<file path="src/hdl/mxu_pkg.sv">
// shared types and constants for the mips32 integer execute unit
// no dependencies
`default_nettype none
package mxu_pkg;

    localparam int unsigned WORD_W    = 32;
    localparam int unsigned DIV_STEPS = 32;

    typedef enum logic [5:0] {
        OP_ADD = 6'd0, OP_ADDI, OP_ADDIU, OP_ADDU, OP_CLO, OP_CLZ, OP_SEB, OP_SEH,
        OP_SUB, OP_SUBU, OP_ROTR, OP_ROTRV, OP_SLL, OP_SLLV, OP_SRA, OP_SRAV,
        OP_SRL, OP_SRLV, OP_AND, OP_ANDI, OP_EXT, OP_INS, OP_NOR, OP_OR,
        OP_ORI, OP_WSBH, OP_XOR, OP_XORI, OP_MOVN, OP_MOVZ, OP_SLT, OP_SLTI,
        OP_SLTIU, OP_SLTU, OP_ALIGN, OP_BITSWAP, OP_MUL, OP_MUH, OP_MULU, OP_MUHU,
        OP_DIV, OP_MOD, OP_DIVU, OP_MODU, OP_LSA, OP_AUI, OP_SELNEZ, OP_SELEQZ
    } op_t;

    typedef struct packed {
        logic [5:0]  action;
        logic [4:0]  dest_reg;
        logic [31:0] a_value;
        logic [31:0] b_value;
        logic [31:0] dest_old_value;
        logic [15:0] immediate;
        logic [4:0]  shift_amount;
        logic [4:0]  field_pos;
        logic [5:0]  field_size;
        logic [1:0]  byte_pos;
        logic [1:0]  scale_amount;
    } in_word_t;

    typedef struct packed {
        logic [31:0] result_value;
        logic        write_enable;
        logic [4:0]  dest_reg_out;
        logic        divide_by_zero;
    } out_word_t;

    // partial remainder, dividend bits shifting out as the quotient shifts in, divisor
    typedef struct packed {
        logic [WORD_W-1:0] rem;
        logic [WORD_W-1:0] quo;
        logic [WORD_W-1:0] den;
    } div_t;

    // everything that rides alongside the divider
    typedef struct packed {
        logic [31:0] res;
        logic        we;
        logic        dz;
        logic [4:0]  rd;
        logic        is_div;
        logic        use_rem;
        logic        neg;
    } side_t;

endpackage
`default_nettype wire

</file>
<file path="src/hdl/mxu_div_stage.sv">
// one restoring divide step: one quotient bit
// depends on mxu_pkg
`default_nettype none
module mxu_div_stage (
    input  mxu_pkg::div_t d,
    output mxu_pkg::div_t q
);
    import mxu_pkg::*;

    logic [WORD_W:0] trial;
    logic [WORD_W:0] diff;

    always_comb
    begin
        trial = {d.rem, d.quo[WORD_W-1]};
        diff  = trial - {1'b0, d.den};
        q.den = d.den;
        if (!diff[WORD_W])
        begin
            q.rem = diff[WORD_W-1:0];
            q.quo = {d.quo[WORD_W-2:0], 1'b1};
        end
        else
        begin
            q.rem = trial[WORD_W-1:0];
            q.quo = {d.quo[WORD_W-2:0], 1'b0};
        end
    end
endmodule
`default_nettype wire

</file>
<file path="config.mk">
export PLATFORM = sky130hd
export DESIGN_NAME = mxu_div_stage
export DESIGN_NICKNAME = d
export VERILOG_FILES = /design/src/hdl/mxu_pkg.sv /design/src/hdl/mxu_div_stage.sv
export SDC_FILE = /design/constraint.sdc
export NUM_CORES = 1
export LEC_CHECK = 0
export BUFFER_PORTS_ARGS = -buffer_cell sky130_fd_sc_hd__buf_4
export CORE_AREA = 2 2 143 75
export DETAILED_ROUTE_END_ITERATION = 12
export DIE_AREA = 0 0 145 77
export GPL_ROUTABILITY_DRIVEN = 0
export PLACE_DENSITY_LB_ADDON = 0.15
export SYNTH_ARGS = -nofsm -noshare
export SYNTH_HDL_FRONTEND = slang
export SYNTH_SLANG_ARGS = --single-unit
export TNS_END_PERCENT = 30
</file>
<file path="constraint.sdc">
create_clock -name vclk -period 4.35
set_input_delay 0.2175 -clock vclk [all_inputs]
set_output_delay 0.2175 -clock vclk [all_outputs]
set_load 0.03 [all_outputs]
</file>
Yosys cells after proc, flatten, opt, wreduce, memory -nomap -nowiden
Cells that the tools add are included.

word-level totals
  logic and storage cells = 2
  flip-flop bits (word level) = 0
  input bits = 96

operators by class
  multiplexer cells = 1
  add/subtract/negate cells = 1

operator list
  kind              count
  $mux W64          1
  $sub A33 B32 Y33  1

Logic depth before layout (Yosys ltp)
Gate-level depths: netlist of the first run.

  word-level depth = 2
  depth in mapped cells = 13

Least setup slack after synthesis of the first run
No wires, ideal clock.

  kind = input port to output port
  start = in d[16] (netlist name)
  end = out q[90] (netlist name)
  data required time = 4133 ps
  path buffers = 1
  stages = 10
  arrival time = 3072 ps
  path slack = 1060 ps
  cell sequence = inv_1 -> ha_1 -> buf_6 -> a21oi_4 -> o211ai_1 -> a221o_1 -> a211o_1 -> o211ai_1 -> o211ai_4 -> o41ai_1

RTL lines
  item             line                source
  start, declared  mxu_div_stage.sv:5  input mxu_pkg::div_t d,
  end, declared    mxu_div_stage.sv:6  output mxu_pkg::div_t q

==> results of run 1 <==
==> critical path: stages <==
cell	delay, ns
buf_4	0.11
ha_1	0.21
fa_1	0.40
nand2b_1	0.18
a21oi_1	0.29
o211ai_1	0.18
a21oi_1	0.26
o21a_1	0.28
o211ai_4	0.11
inv_2	0.55
mux2_4	0.35
buf_4	0.17
==> cell type report <==
cell class                 count  area (µm²)
multi-input combinational    303        2220
fill                        1104        6390
inverter                      42         158
timing repair buffer         131         983
tap                          140         175
==> cell families after synthesis <==
kind of cell	share of synthesized area (%)
multiplexers	9.23
XOR/XNOR	7.18
buffers and inverters	24.3
AO/OA/AOI/OAI	27.2
AND/OR/NAND/NOR	17.7
adder cells (fa/ha/maj)	14.4
==> metrics by stage <==
stage	setup WS [ns]	area [µm²]
final	0.804	3530
after global routing	0.502	3530
after CTS	0.768	3530
after detailed placement	0.794	3530
after global placement	0.799	3530
after floorplan	1.06	2930
==> cell usage after synthesis, types with 6 or more instances <==
cell type	n
a21o_1	15
a21oi_1	34
and3_1	6
buf_4	63
clkbuf_1	11
ha_1	32
inv_1	41
mux2_4	18
nand2_1	44
nand3_1	11
nand4_1	7
nor2_1	16
o211ai_1	8
o21a_1	6
o21ai_0	24
xnor2_1	14
xor2_1	10
==> layer usage <==
metal  wire (µm)  GRT usage (%)  vias up  part of all wire, %
met4           2          0.198        0                0.022
met3         702           2.56        2                  7.6
met5           0              0        -                    0
met2        3200           20.2      113                   35
met1        5340           26.9     1336                   58
li1            -              -     1533                    -
==> how the worst max path moves through the flow <==
stage / startpoint / endpoint / slack [ns] / cells after the start
floorplan: d[16] / q[90] / 1.06 / 10
global placement: d[0] / q[91] / 0.80 / 12
detailed placement: d[0] / q[82] / 0.79 / 12
CTS: d[0] / q[91] / 0.77 / 12
global route: d[0] / q[93] / 0.50 / 13
finish: d[0] / q[82] / 0.80 / 12
==> where the power goes <==
part           leakage [nW]  total [mW]  switching, mW  internal (mW)
Sequential                0           0              0              0
Clock                     0           0              0              0
Combinational          1.87       0.785          0.458          0.327
==> metrics.cfg, run 1 <==
[yosys]
synthesis.area_um2=2930
synth_cells=423
netlist.area_leader.share_pct=16.2
avgSynthCellArea_um2=6.92
synth_area_leaders=buf_4 (16%), ha_1 (14%), mux2_4 (9.2%), a21oi_1 (5.8%), nand2_1 (5.6%)
syn-num-nets=552
ys_seq_area_share_pct=0
yosysTopAreaCell=buf_4
ys_types=49
yosysWarnings=0

[timing]
timing.hold.ws_ns=0.435
fmax_mhz=282
fin_crit_sh_pct=81.5
slew_headroom_pct=52.6
rsz0062_at_grt=false
post-route-min-period_ns=3.55
hold_viol_final=0
finalSetupViolCount=0
slew_violations=0
worst_pin_slew_ns=0.710
tns_ns=0

[job]
drv_cap=0

[die]
io_pins=192
rows=26
initial_core_util_pct=29.5
fp.dieW_um=145
coreArea_um2=9920
die_area_um2=11200
die_y_um=77

[layout]
fin_util_pct=35.6
synthToLayoutAreaGrowth_pct=20.7
regArea_um2=0
antenna-diode-count=0
mostFrequentLayoutCell=buf_4
instances_no_fill=616
design.seq.count=0
layout_common_cells=buf_4 (131), nand2_1 (44), inv_1 (41)
nNetsFinal=607
n_clock_buffer=0
drive_gt1_share_pct=32.4

[routing]
dr.pass1.iters=4
first_iter_violations=159
viasPerCell=4.84
drc_errors=0
wirelength_mm=9.25
avgRoutedWirePerCell_um=15.0
vias=2984
ant_nets=0

[setup_path]
cp.required_ns=4.13
critPathLaunchType=input pin
criticalPathCategory=in -> out
endpoint_kind=primary output
critPathMaxFanout=20
critPathArrivalTime_ns=3.33

[cts]
cts_resized=0
cts_hold_buf=0
cts_setup_buffers=0

[global_route]
overflow=0
grt_antenna_before_repair=0
grt_use_total_pct=15.7
grt_first_pass_wirelength_mm=14.7
grt_max_degree=28
grt_pass1_vias=2799

[power_and_ir_drop]
p_leak_nw=1.87
power_mw=0.785
max-vdd-ir-drop_v=0.0000957
p_per_area_nw_per_um2=222

[outcome]
outcome=complete, no violations

[placement]
io_buffer_count=130
dp.cells=616
hpwl_mm=7.89

[worst_hold_path]
min_path_cells=0
hold_end=q[43]
hold_path.class=in -> out
hold_start=d[42]

Note: power is estimated with default switching activity, not from simulation.
==> run 2: changes to the inputs <==
==> constraint.sdc (replaced) <==
create_clock -name vclk -period 3
set_input_delay 0.15 -clock vclk [all_inputs]
set_output_delay 0.15 -clock vclk [all_outputs]
set_load 0.03 [all_outputs]
==> run 2 against run 1 <==
  * Combinational power is 63% higher
  * Setup slack got worse by 0.68 ns
  * Count of clock-buffer cells in the layout is the same
  * Largest power group unchanged
  * Die area is the same
  * Flip-flop and latch count stayed put
  * Critical endpoint is now q[95]
  * Highest routed layer unchanged
  * Via count grew 6.4%
  * Worst hold slack lost 0.13 ns
  * Final area is 11% higher
  * Critical path depth rose by 1
  * First-iteration DRC count rose by 8.2%
==> metrics.cfg, run 2 (synthesis gave the netlist of run 1 again) <==
[global_route]
grt_pass1_vias=2844  ; was 2,799
grt_first_pass_wirelength_mm=15.0  ; was 14.7 mm
grt_antenna_before_repair=0  ; unchanged
grt_use_total_pct=15.9  ; was 15.7%
grt_max_degree=16  ; was 28
overflow=0  ; unchanged

[layout]
design_area_um2=3920  ; was 3530 µm²
fin_util_pct=39.5  ; was 35.6%
multiInputGateArea_um2=2340  ; was 2220 µm²
design.seq.count=0  ; unchanged
n_clock_buffer=0  ; unchanged
nNetsFinal=635  ; was 607
antenna-diode-count=0  ; unchanged
regArea_um2=0  ; unchanged
mostFrequentLayoutCell=buf_4  ; unchanged
drive_gt1_share_pct=38.7  ; was 32.4%
instances_no_fill=644  ; was 616
synthToLayoutAreaGrowth_pct=34.1  ; was 20.7%
layout_common_cells=buf_4 (151), nand2_1 (44), inv_1 (41)  ; was buf_4 (131), nand2_1 (44), inv_1 (41)
fillers=1057  ; was 1,104

[setup_path]
endpoint_kind=primary output  ; unchanged
cp.required_ns=2.85  ; was 4.13 ns
critPathLaunchType=input pin  ; unchanged
critPathArrivalTime_ns=2.72  ; was 3.33 ns
critPathMaxFanout=7  ; was 20
criticalPathCategory=in -> out  ; unchanged

[outcome]
outcome=complete, no violations  ; unchanged

[timing]
hold_viol_final=0  ; unchanged
slew_headroom_pct=60.4  ; was 52.6%
fin_ws_ns=0.127  ; was 0.804 ns
rsz0062_at_grt=false  ; unchanged
worst_pin_slew_ns=0.592  ; was 0.710 ns
fin_crit_sh_pct=95.8
timing.hold.ws_ns=0.300  ; was 0.435 ns
fmax_mhz=348
finalSetupViolCount=0  ; unchanged
post-route-min-period_ns=2.87
tns_ns=0  ; unchanged
slew_violations=0  ; unchanged

[die]
die_area_um2=11200  ; unchanged
rows=26  ; unchanged
initial_core_util_pct=29.5  ; unchanged
fp.dieW_um=145  ; unchanged
coreArea_um2=9920  ; unchanged
die_y_um=77  ; unchanged
io_pins=192  ; unchanged

[routing]
wirelength_mm=9.76  ; was 9.25 mm
vias=3176  ; was 2,984
first_iter_violations=172  ; was 159
drc_errors=0  ; unchanged
avgRoutedWirePerCell_um=15.2  ; was 15.0 µm
dr.pass1.iters=4  ; unchanged
ant_nets=0  ; unchanged
viasPerCell=4.93  ; was 4.84

[power_and_ir_drop]
p_per_area_nw_per_um2=325  ; was 222 nW/µm²
max-vdd-ir-drop_v=0.000145  ; was 0.0000957 V
p_leak_nw=2.05  ; was 1.87 nW
power_mw=1.28  ; was 0.785 mW

[cts]
cts_hold_buf=0  ; unchanged

[job]
drv_cap=0  ; unchanged

[worst_hold_path]
min_path_cells=0  ; unchanged
hold_start=d[42]  ; unchanged
hold_path.class=in -> out  ; unchanged
hold_end=q[43]  ; unchanged

[placement]
dp.cells=641  ; was 616
io_buffer_count=130  ; unchanged
placed_cell_area_um2=3730  ; was 3530 µm²
hpwl_mm=8.24  ; was 7.89 mm
post-place-ws_ns=-0.236  ; was 0.794 ns

## run 2: area by class of cell
cell class,count,share of cell area [%]
inverters,42,4.08
multi-input cells,303,59.7
well taps,140,4.46
repair buffers,159,31.8
## run 2: report_power, final
group          internal (mW)  total [mW]  switching, mW
combinational          0.562        1.28          0.715
sequential                 0           0              0
clock                      0           0              0
## run 2: routing by layer
layer	vias to the layer above	global-route usage (%)	routed length [µm]
met4	0	0.792	42
met5	-	0	0
met3	4	1.79	821
li1	1588	-	-
met2	157	20.4	3430
met1	1427	27.7	5460
## run 2: what timing repair did
item | in CTS | in global routing
endpoints found under the setup margin | 26 | 31
pin swaps | 1 | 12
buffers inserted | 0 | 2
gates resized for setup | 6 | 21
cloned | 0 | 1
## run 2: worst max-delay path by stage
| stage | startpoint | end | slack, ns |
|---|---|---|---|
| floorplan | d[16] | q[90] | -0.15 |
| global placement | d[0] | q[91] | -0.14 |
| detailed placement | d[0] | q[91] | -0.24 |
| CTS | d[16] | q[69] | 0.003 |
| global route | d[18] | q[71] | 0.008 |
| finish | d[16] | q[95] | 0.13 |
## run 2: worst max-delay path, stage by stage
cell and delay, ns:
buf_4 0.12, inv_1 0.08, ha_4 0.23, a21oi_4 0.16, o211ai_1 0.11, a221o_1 0.39, a211o_1 0.26, o211ai_1 0.28
o211ai_4 0.16, inv_4 0.13, clkbuf_16 0.18, mux2_4 0.30, buf_4 0.17
